[config.mk]
export PLATFORM = sky130hd
export DESIGN_NAME = fault_event_ring_log
export DESIGN_NICKNAME = d
export VERILOG_FILES = /design/src/sv/ferl_pkg.sv /design/src/sv/fault_event_ring_log.sv /design/src/sv/ferl_ctrl.sv /design/src/sv/ferl_store.sv
export SDC_FILE = /design/constraint.sdc
export NUM_CORES = 2
export LEC_CHECK = 0
export BUFFER_PORTS_ARGS = -buffer_cell sky130_fd_sc_hd__buf_2
export CELL_PAD_IN_SITES_DETAIL_PLACEMENT = 0
export CELL_PAD_IN_SITES_GLOBAL_PLACEMENT = 2
export CORE_ASPECT_RATIO = 0.8
export CORE_MARGIN = 3
export CORE_UTILIZATION = 44
export CTS_BUF_LIST = sky130_fd_sc_hd__clkbuf_4 sky130_fd_sc_hd__clkbuf_8
export DETAILED_ROUTE_END_ITERATION = 6
export PLACE_DENSITY_LB_ADDON = 0.3
export SYNTH_ARGS = -nofsm -noshare
export SYNTH_HDL_FRONTEND = slang
export SYNTH_SLANG_ARGS = --single-unit
[constraint.sdc]
create_clock -name clk -period 14.5 [get_ports clk]
set_input_delay 0.725 -clock clk [delete_from_list [all_inputs] [get_ports clk]]
set_output_delay 0.725 -clock clk [all_outputs]
set_load 0.1 [all_outputs]
[src/sv/ferl_pkg.sv]
`timescale 1ns / 1ps

package ferl_pkg;

	// Command codes; code 3 has no meaning and answers like a missed read.
	typedef enum logic [1:0] {
		CMD_LOG   = 2'd0,
		CMD_READ  = 2'd1,
		CMD_CLEAR = 2'd2
	} ferl_cmd_t;

	// One stored fault event.
	typedef struct packed {
		logic [63:0] stamp;
		logic [7:0]  kind;
		logic [15:0] source;
		logic [31:0] serial;
	} ferl_entry_t;

	// Strobes from the pointer logic to the event store.
	typedef struct packed {
		logic wr;
		logic rd;
	} ferl_mem_ctl_t;

endpackage

[src/sv/fault_event_ring_log.sv]
`timescale 1ns / 1ps

// Circular trace buffer of fault events.
// Input channel (in_valid / in_stall): one command per transaction - log an
// event, read the event at read_index counted from the oldest held entry,
// or clear. Output channel (out_valid / out_stall): exactly one result
// transaction per command, in order. found is set only for a read that
// hits a held entry; the event fields are zero otherwise. entry_total
// carries the number of held events after the command.
// Timing: a taken command sits in the input register, is executed against
// the pointer logic and the store, and its result goes to the output
// register. One command per cycle is sustained while the receiver does
// not stall; the store does at most one write or one read per command, so
// its single port sets the rate.
// Once full, the oldest entry is overwritten. After reset the log is
// empty and the sequence counter is zero; the store is not swept, as only
// entries logged since the last clear can ever be read.
// While the receiver stalls, the result is held and the input register can
// still take one more command; after that in_stall rises.
module fault_event_ring_log import ferl_pkg::*; #(
	parameter int LOG_DEPTH = 16
) (
	input  logic        clk,
	input  logic        arst_n,
	input  logic        in_valid,
	output logic        in_stall,
	input  logic [1:0]  cmd,
	input  logic [7:0]  event_kind,
	input  logic [15:0] source_id,
	input  logic [63:0] stamp,
	input  logic [7:0]  read_index,
	output logic        out_valid,
	input  logic        out_stall,
	output logic        found,
	output logic [4:0]  entry_total,
	output logic [63:0] out_stamp,
	output logic [7:0]  out_kind,
	output logic [15:0] out_source,
	output logic [31:0] out_serial
);

	localparam int PW = $clog2(LOG_DEPTH);
	localparam int CW = $clog2(LOG_DEPTH + 1);

	// input register
	logic        valid_s1;
	logic [1:0]  cmd_s1;
	logic [7:0]  kind_s1;
	logic [15:0] source_s1;
	logic [63:0] stamp_s1;
	logic [7:0]  index_s1;

	// result register (the event itself sits in the store's read register)
	logic          out_valid_s2;
	logic          found_s2;
	logic [CW-1:0] total_s2;

	logic          adv;
	logic          fire;
	ferl_mem_ctl_t mem_ctl;
	logic [PW-1:0] addr;
	logic [31:0]   serial;
	logic          hit;
	logic [CW-1:0] total;
	ferl_entry_t   wdata;
	ferl_entry_t   rdata;
	logic [CW+4:0] total_ext;

	// Result register frees up when empty or when its transaction goes out.
	assign adv      = !out_valid_s2 || !out_stall;
	assign fire     = valid_s1 && adv;
	assign in_stall = valid_s1 && !adv;

	always_ff @(posedge clk or negedge arst_n) begin
		if (!arst_n) begin
			valid_s1 <= 1'b0;
		end else if (!in_stall) begin
			valid_s1 <= in_valid;
		end
	end

	always_ff @(posedge clk) begin
		if (in_valid && !in_stall) begin
			cmd_s1    <= cmd;
			kind_s1   <= event_kind;
			source_s1 <= source_id;
			stamp_s1  <= stamp;
			index_s1  <= read_index;
		end
	end

	ferl_ctrl #(
		.LOG_DEPTH (LOG_DEPTH)
	) u_ctrl (
		.clk        (clk),
		.arst_n     (arst_n),
		.fire       (fire),
		.cmd        (cmd_s1),
		.read_index (index_s1),
		.mem_ctl    (mem_ctl),
		.addr       (addr),
		.serial     (serial),
		.found      (hit),
		.total      (total)
	);

	assign wdata.stamp  = stamp_s1;
	assign wdata.kind   = kind_s1;
	assign wdata.source = source_s1;
	assign wdata.serial = serial;

	ferl_store #(
		.LOG_DEPTH (LOG_DEPTH)
	) u_store (
		.clk     (clk),
		.mem_ctl (mem_ctl),
		.addr    (addr),
		.wdata   (wdata),
		.rdata   (rdata)
	);

	always_ff @(posedge clk or negedge arst_n) begin
		if (!arst_n) begin
			out_valid_s2 <= 1'b0;
		end else if (adv) begin
			out_valid_s2 <= valid_s1;
		end
	end

	always_ff @(posedge clk) begin
		if (fire) begin
			found_s2 <= hit;
			total_s2 <= total;
		end
	end

	// Event fields read as zero unless a read hit.
	assign out_valid   = out_valid_s2;
	assign found       = found_s2;
	assign total_ext   = {5'd0, total_s2};
	assign entry_total = total_ext[4:0];
	assign out_stamp   = found_s2 ? rdata.stamp : '0;
	assign out_kind    = found_s2 ? rdata.kind : '0;
	assign out_source  = found_s2 ? rdata.source : '0;
	assign out_serial  = found_s2 ? rdata.serial : '0;

`ifndef SYNTHESIS
	a_hit_nonempty: assert property (@(posedge clk) disable iff (!arst_n)
		out_valid_s2 && found_s2 |-> total_s2 != '0)
		else $error("hit reported on an empty log");

	a_blocked_held: assert property (@(posedge clk) disable iff (!arst_n)
		valid_s1 && out_valid_s2 && out_stall |=> valid_s1 && $stable(cmd_s1))
		else $error("blocked command lost from input register");
`endif

endmodule

[src/sv/ferl_ctrl.sv]
`timescale 1ns / 1ps

// Write pointer, fill count and sequence counter; works out the store slot
// for each command.
module ferl_ctrl import ferl_pkg::*; #(
	parameter int LOG_DEPTH = 16,
	localparam int PW = $clog2(LOG_DEPTH),
	localparam int CW = $clog2(LOG_DEPTH + 1)
) (
	input  logic          clk,
	input  logic          arst_n,
	input  logic          fire,
	input  logic [1:0]    cmd,
	input  logic [7:0]    read_index,
	output ferl_mem_ctl_t mem_ctl,
	output logic [PW-1:0] addr,
	output logic [31:0]   serial,
	output logic          found,
	output logic [CW-1:0] total
);

	localparam int SW = ((CW > 8) ? CW : 8) + 2;

	logic [PW-1:0] wp_q;
	logic [CW-1:0] cnt_q;
	logic [31:0]   serial_q;

	logic [PW-1:0] wp_nx;
	logic [CW-1:0] cnt_inc;
	logic [SW-1:0] idx_w;
	logic [SW-1:0] cnt_w;
	logic [SW-1:0] raw;
	logic [SW-1:0] slot_w;
	logic          hit;

	assign idx_w   = SW'(read_index);
	assign cnt_w   = SW'(cnt_q);
	assign hit     = idx_w < cnt_w;
	// oldest + index, modulo depth; below twice the depth whenever hit is set
	assign raw     = SW'(wp_q) + SW'(LOG_DEPTH) + idx_w - cnt_w;
	assign slot_w  = (raw >= SW'(LOG_DEPTH)) ? raw - SW'(LOG_DEPTH) : raw;
	assign wp_nx   = (wp_q == PW'(LOG_DEPTH - 1)) ? '0 : wp_q + 1'b1;
	assign cnt_inc = (cnt_q == CW'(LOG_DEPTH)) ? cnt_q : cnt_q + 1'b1;
	assign serial  = serial_q + 32'd1;

	always_comb begin
		mem_ctl = '0;
		addr    = wp_q;
		found   = 1'b0;
		total   = cnt_q;
		case (cmd)
			CMD_LOG: begin
				mem_ctl.wr = fire;
				total      = cnt_inc;
			end
			CMD_READ: begin
				mem_ctl.rd = fire && hit;
				addr       = slot_w[PW-1:0];
				found      = hit;
			end
			CMD_CLEAR: begin
				total = '0;
			end
			default: begin
			end
		endcase
	end

	always_ff @(posedge clk or negedge arst_n) begin
		if (!arst_n) begin
			wp_q     <= '0;
			cnt_q    <= '0;
			serial_q <= '0;
		end else if (fire) begin
			case (cmd)
				CMD_LOG: begin
					wp_q     <= wp_nx;
					cnt_q    <= cnt_inc;
					serial_q <= serial;
				end
				CMD_CLEAR: begin
					wp_q     <= '0;
					cnt_q    <= '0;
					serial_q <= '0;
				end
				default: begin
				end
			endcase
		end
	end

`ifndef SYNTHESIS
	a_cnt_bound: assert property (@(posedge clk) disable iff (!arst_n)
		cnt_q <= CW'(LOG_DEPTH))
		else $error("fill count past depth");

	a_wp_bound: assert property (@(posedge clk) disable iff (!arst_n)
		wp_q <= PW'(LOG_DEPTH - 1))
		else $error("write pointer past depth");

	a_clear: assert property (@(posedge clk) disable iff (!arst_n)
		fire && (cmd == CMD_CLEAR) |=> (cnt_q == '0) && (serial_q == '0))
		else $error("clear left state behind");
`endif

endmodule

[src/sv/ferl_store.sv]
`timescale 1ns / 1ps

// Event store: one port, shared by the write and the registered read.
module ferl_store import ferl_pkg::*; #(
	parameter int LOG_DEPTH = 16,
	localparam int PW = $clog2(LOG_DEPTH)
) (
	input  logic          clk,
	input  ferl_mem_ctl_t mem_ctl,
	input  logic [PW-1:0] addr,
	input  ferl_entry_t   wdata,
	output ferl_entry_t   rdata
);

	ferl_entry_t mem [LOG_DEPTH];

	always_ff @(posedge clk) begin
		if (mem_ctl.wr) begin
			mem[addr] <= wdata;
		end
		if (mem_ctl.rd) begin
			rdata <= mem[addr];
		end
	end

endmodule
==> reports/qor.yml <==
yosys:
  synth_nets: 4876
  ys_top_cells_by_area: "edfxtp_1, a22oi_1, nand3_1"
  yosys_warnings: 0
  synthFlopType: "edfxtp_1"
  yosysMostFrequentCell: "edfxtp_1"
  syn_inst: 4759
  ys_seq_area_share_pct: 80.7
  synth_commonest_cells: "edfxtp_1, a22oi_1, nand3_1, a21oi_1, nand2_1"
  ys_ff_latch: 2187
  synth_cell_type_count: 57
  yosysTopAreaCellShare_pct: 79.4
  async_flop_share_pct: 1.97
  synth_edf_count: 2144
  yosys.area.top_type: "edfxtp_1"
  syn_area_sq_um: 81100
  syn_area_per_cell_sq_um: 17.0
clock_tree:
  cts_tree: "yes"
  clk_pin_slew_ns: 0.07
  insertion_delay_ns: 1.04
  cts_max_level: 5
  cts.sinks: 2187
  cts_max_path_buffers: 4
  clock-root-buffer: "clkbuf_8"
  post_cts_buffers: 0
  numCtsBuffers: 352
worst_setup_path:
  cp_top_family: "buffers and inverters"
  reg2reg_from: "u_ctrl.wp_q[1]"
  crit_buf_inv: 6
  crit_required_ns: 15.10
  r2r_cells: 14
  crit_chain: "inv_1 -> fa_1 -> inv_1 -> ha_1 -> a21o_1 -> a2111o_1 -> o21ai_2 -> xnor2_2 -> buf_4 -> buf_4 -> nand3_1 -> nor2_4 -> buf_4 -> buf_4"
  path_max_fanout: 61
  critPathLaunchType: "flip-flop"
  crit_path_end_kind: "flip-flop"
  crit_slowest_cell: "nor2_4"
  cp.arrival_ns: 7.19
  path_common_cell: "buf_4"
  r2r_end: "u_store.mem[0][65]"
  cpPeakStageDelay_ns: 0.85
  crit_type: "reg -> reg"
  ff2ff_setup_slack_ns: 7.91
floorplan:
  start_util_pct: 44.4
  io_pins: 230
  die_area_sq_um: 189000
  fp.dieW_um: 486
  row_count: 140
  core-area_sq_um: 183000
  dieHeight_um: 390
timing:
  fin_ws_ns: 7.91
  tightest_slew_ns: 1.34
  fmax_mhz: 152
  setup-violations-final: 0
  period_share_pct: 45.4
  min_period_ns: 6.59
  maxSlewViolCount: 0
  hold_viol_final: 0
  rsz0062_at_grt: "false"
  finClkSkew_ns: 0.0898
  tns_ns: 0
  maxSlewHeadroom_pct: 10.3
detailed_routing:
  wirelength_mm: 216
  vias: 45700
  drc: 0
  first_iter_violations: 4286
  ant_nets: 0
  drtPass1Iterations: 6
  routed_via_density: 5.80
  wl_per_cell_um: 27.5
pwr:
  p_sw_share_pct: 31.5
  sequentialPowerShare_pct: 45.1
  power.leakage_nw: 29.8
  p_sw_mw: 5.09
  p_clk_share_pct: 31.0
  ir_drop_v: 0.000170
  p_per_area_nw_per_um2: 175
  p_comb_share_pct: 23.9
  p_int_mw: 11.1
grt:
  grt_overflow: 0
  grt_first_pass_wirelength_mm: 314
  antenna_found_initial: 8
  grt_usage_pct: 22.4
  grt_pass1_vias: 46100
  grt_max_degree: 182
placement:
  dp_hpwl_mm: 95.4
  numPortBuffers: 229
  gp_congestion: 0.723
  dp_slack_ns: 7.89
worst_hold_path:
  hold_path.class: "in -> async"
cells_and_area:
  nets: 5322
  area_growth_pct: 13.9
  layout-drive-gt1-share_pct: 16.1
  fin_util_pct: 50.6
run:
  drv_cap: 0
outcome:
  status: "completed"
what timing repair did:
action / CTS / global route
hold buffers: 102 / 0
endpoints found under the setup margin: 0 / 0
resized for setup: 0 / 0
hold endpoints to repair: 143 / 0
area by class of cell:
type | count | area [sq um]
fillers | 15100 | 90200
flip-flops and latches | 2187 | 65500
multi-input cells | 2226 | 14200
clock buffers | 472 | 5770
repair buffers | 419 | 3030
well taps | 2414 | 3020
clock inverters | 123 | 697
inverters | 19 | 71.3
diodes | 7 | 17.5
kinds of logic (layout without fill, tap and decap cells):
kind of cell | Yosys count | in the layout | share of synthesized area, %
AO/OA/AOI/OAI | 1298 | 1298 | 11.1
other | 0 | 7 | 0
XOR/XNOR | 34 | 34 | 0.367
adder cells (fa/ha/maj) | 15 | 15 | 0.259
flip-flops | 2187 | 2187 | 80.7
buffers and inverters | 346 | 1033 | 1.93
multiplexers | 2 | 2 | 0.0262
AND/OR/NAND/NOR | 877 | 877 | 5.53
power groups by stage:
stage / Sequential [mW] / Clock [mW] / Combinational, mW
floorplan: 7.41 / 0 / 2.69
global placement: 7.41 / 0 / 3.87
detailed placement: 7.42 / 0 / 3.86
CTS: 7.29 / 5.12 / 3.90
global route: 7.30 / 5.41 / 4.25
finish: 7.29 / 5.00 / 3.86
cell usage in the layout (no fill, tap or decap), types with 75 or more instances in the layout:
cell type and count:
clkbuf_4 116, buf_2 229, nand2_1 158, nand3_1 495, clkinv_1 75, a21oi_1 246
a22oi_1 960, dlygate4sd3_1 102, clkbuf_8 356, edfxtp_1 2144, and2_1 123
how the worst max path moves through the flow:
stage,start,end,slack [ns],cells past startpoint
after global routing,u_ctrl.wp_q[1],u_store.mem[0][64],7.55,14
after global placement,u_ctrl.wp_q[1],u_store.mem[0][68],7.90,14
final,u_ctrl.wp_q[1],u_store.mem[0][65],7.91,14
after floorplan,out_valid,u_store.rdata[0],1.05,3
after detailed placement,u_ctrl.wp_q[1],u_store.mem[0][68],7.89,14
after CTS,u_ctrl.wp_q[1],u_store.mem[0][65],7.84,14
metrics by stage:
step	instance area, sq um	hold WS, ns	cells	power, mW
4_1_cts	92300	0.268	7858	16.3
2_1_floorplan	81100	0.429	4759	10.1
3_3_place_gp	84800	0.470	7161	11.3
3_5_place_dp	84800	0.481	7161	11.3
5_1_grt	92300	0.327	7865	17.0
6_report	92300	0.339	7867	16.2
routing by layer:
metal	vias to the layer above	wire length (um)	track usage, %
li1	20200	-	-
met1	23400	93300	31.3
met2	1713	103000	36.2
met3	397	13300	3.77
met4	0	6400	7.25
met5	-	0	0
flip-flops by register name, indices dropped and copies added, names as in the netlist:
signal           flops
u_ctrl.cnt_q         5
u_store.rdata      120
u_ctrl.wp_q          4
found                1
source_s1           16
valid_s1             1
entry_total          5
out_valid            1
index_s1             8
stamp_s1            64
kind_s1              8
u_ctrl.serial_q     32
cmd_s1               2
u_store.mem       1920
worst reg2reg max path: stages, from the launching register on:
cell,delay [ns]
dfrtp_1,0.55
inv_1,0.17
fa_1,0.51
inv_1,0.06
ha_1,0.27
a21o_1,0.17
a2111o_1,0.41
o21ai_2,0.08
xnor2_2,0.12
buf_4,0.39
buf_4,0.73
nand3_1,0.46
nor2_4,0.85
buf_4,0.66
buf_4,0.66
No activity file was read; power rests on OpenSTA's default activity.
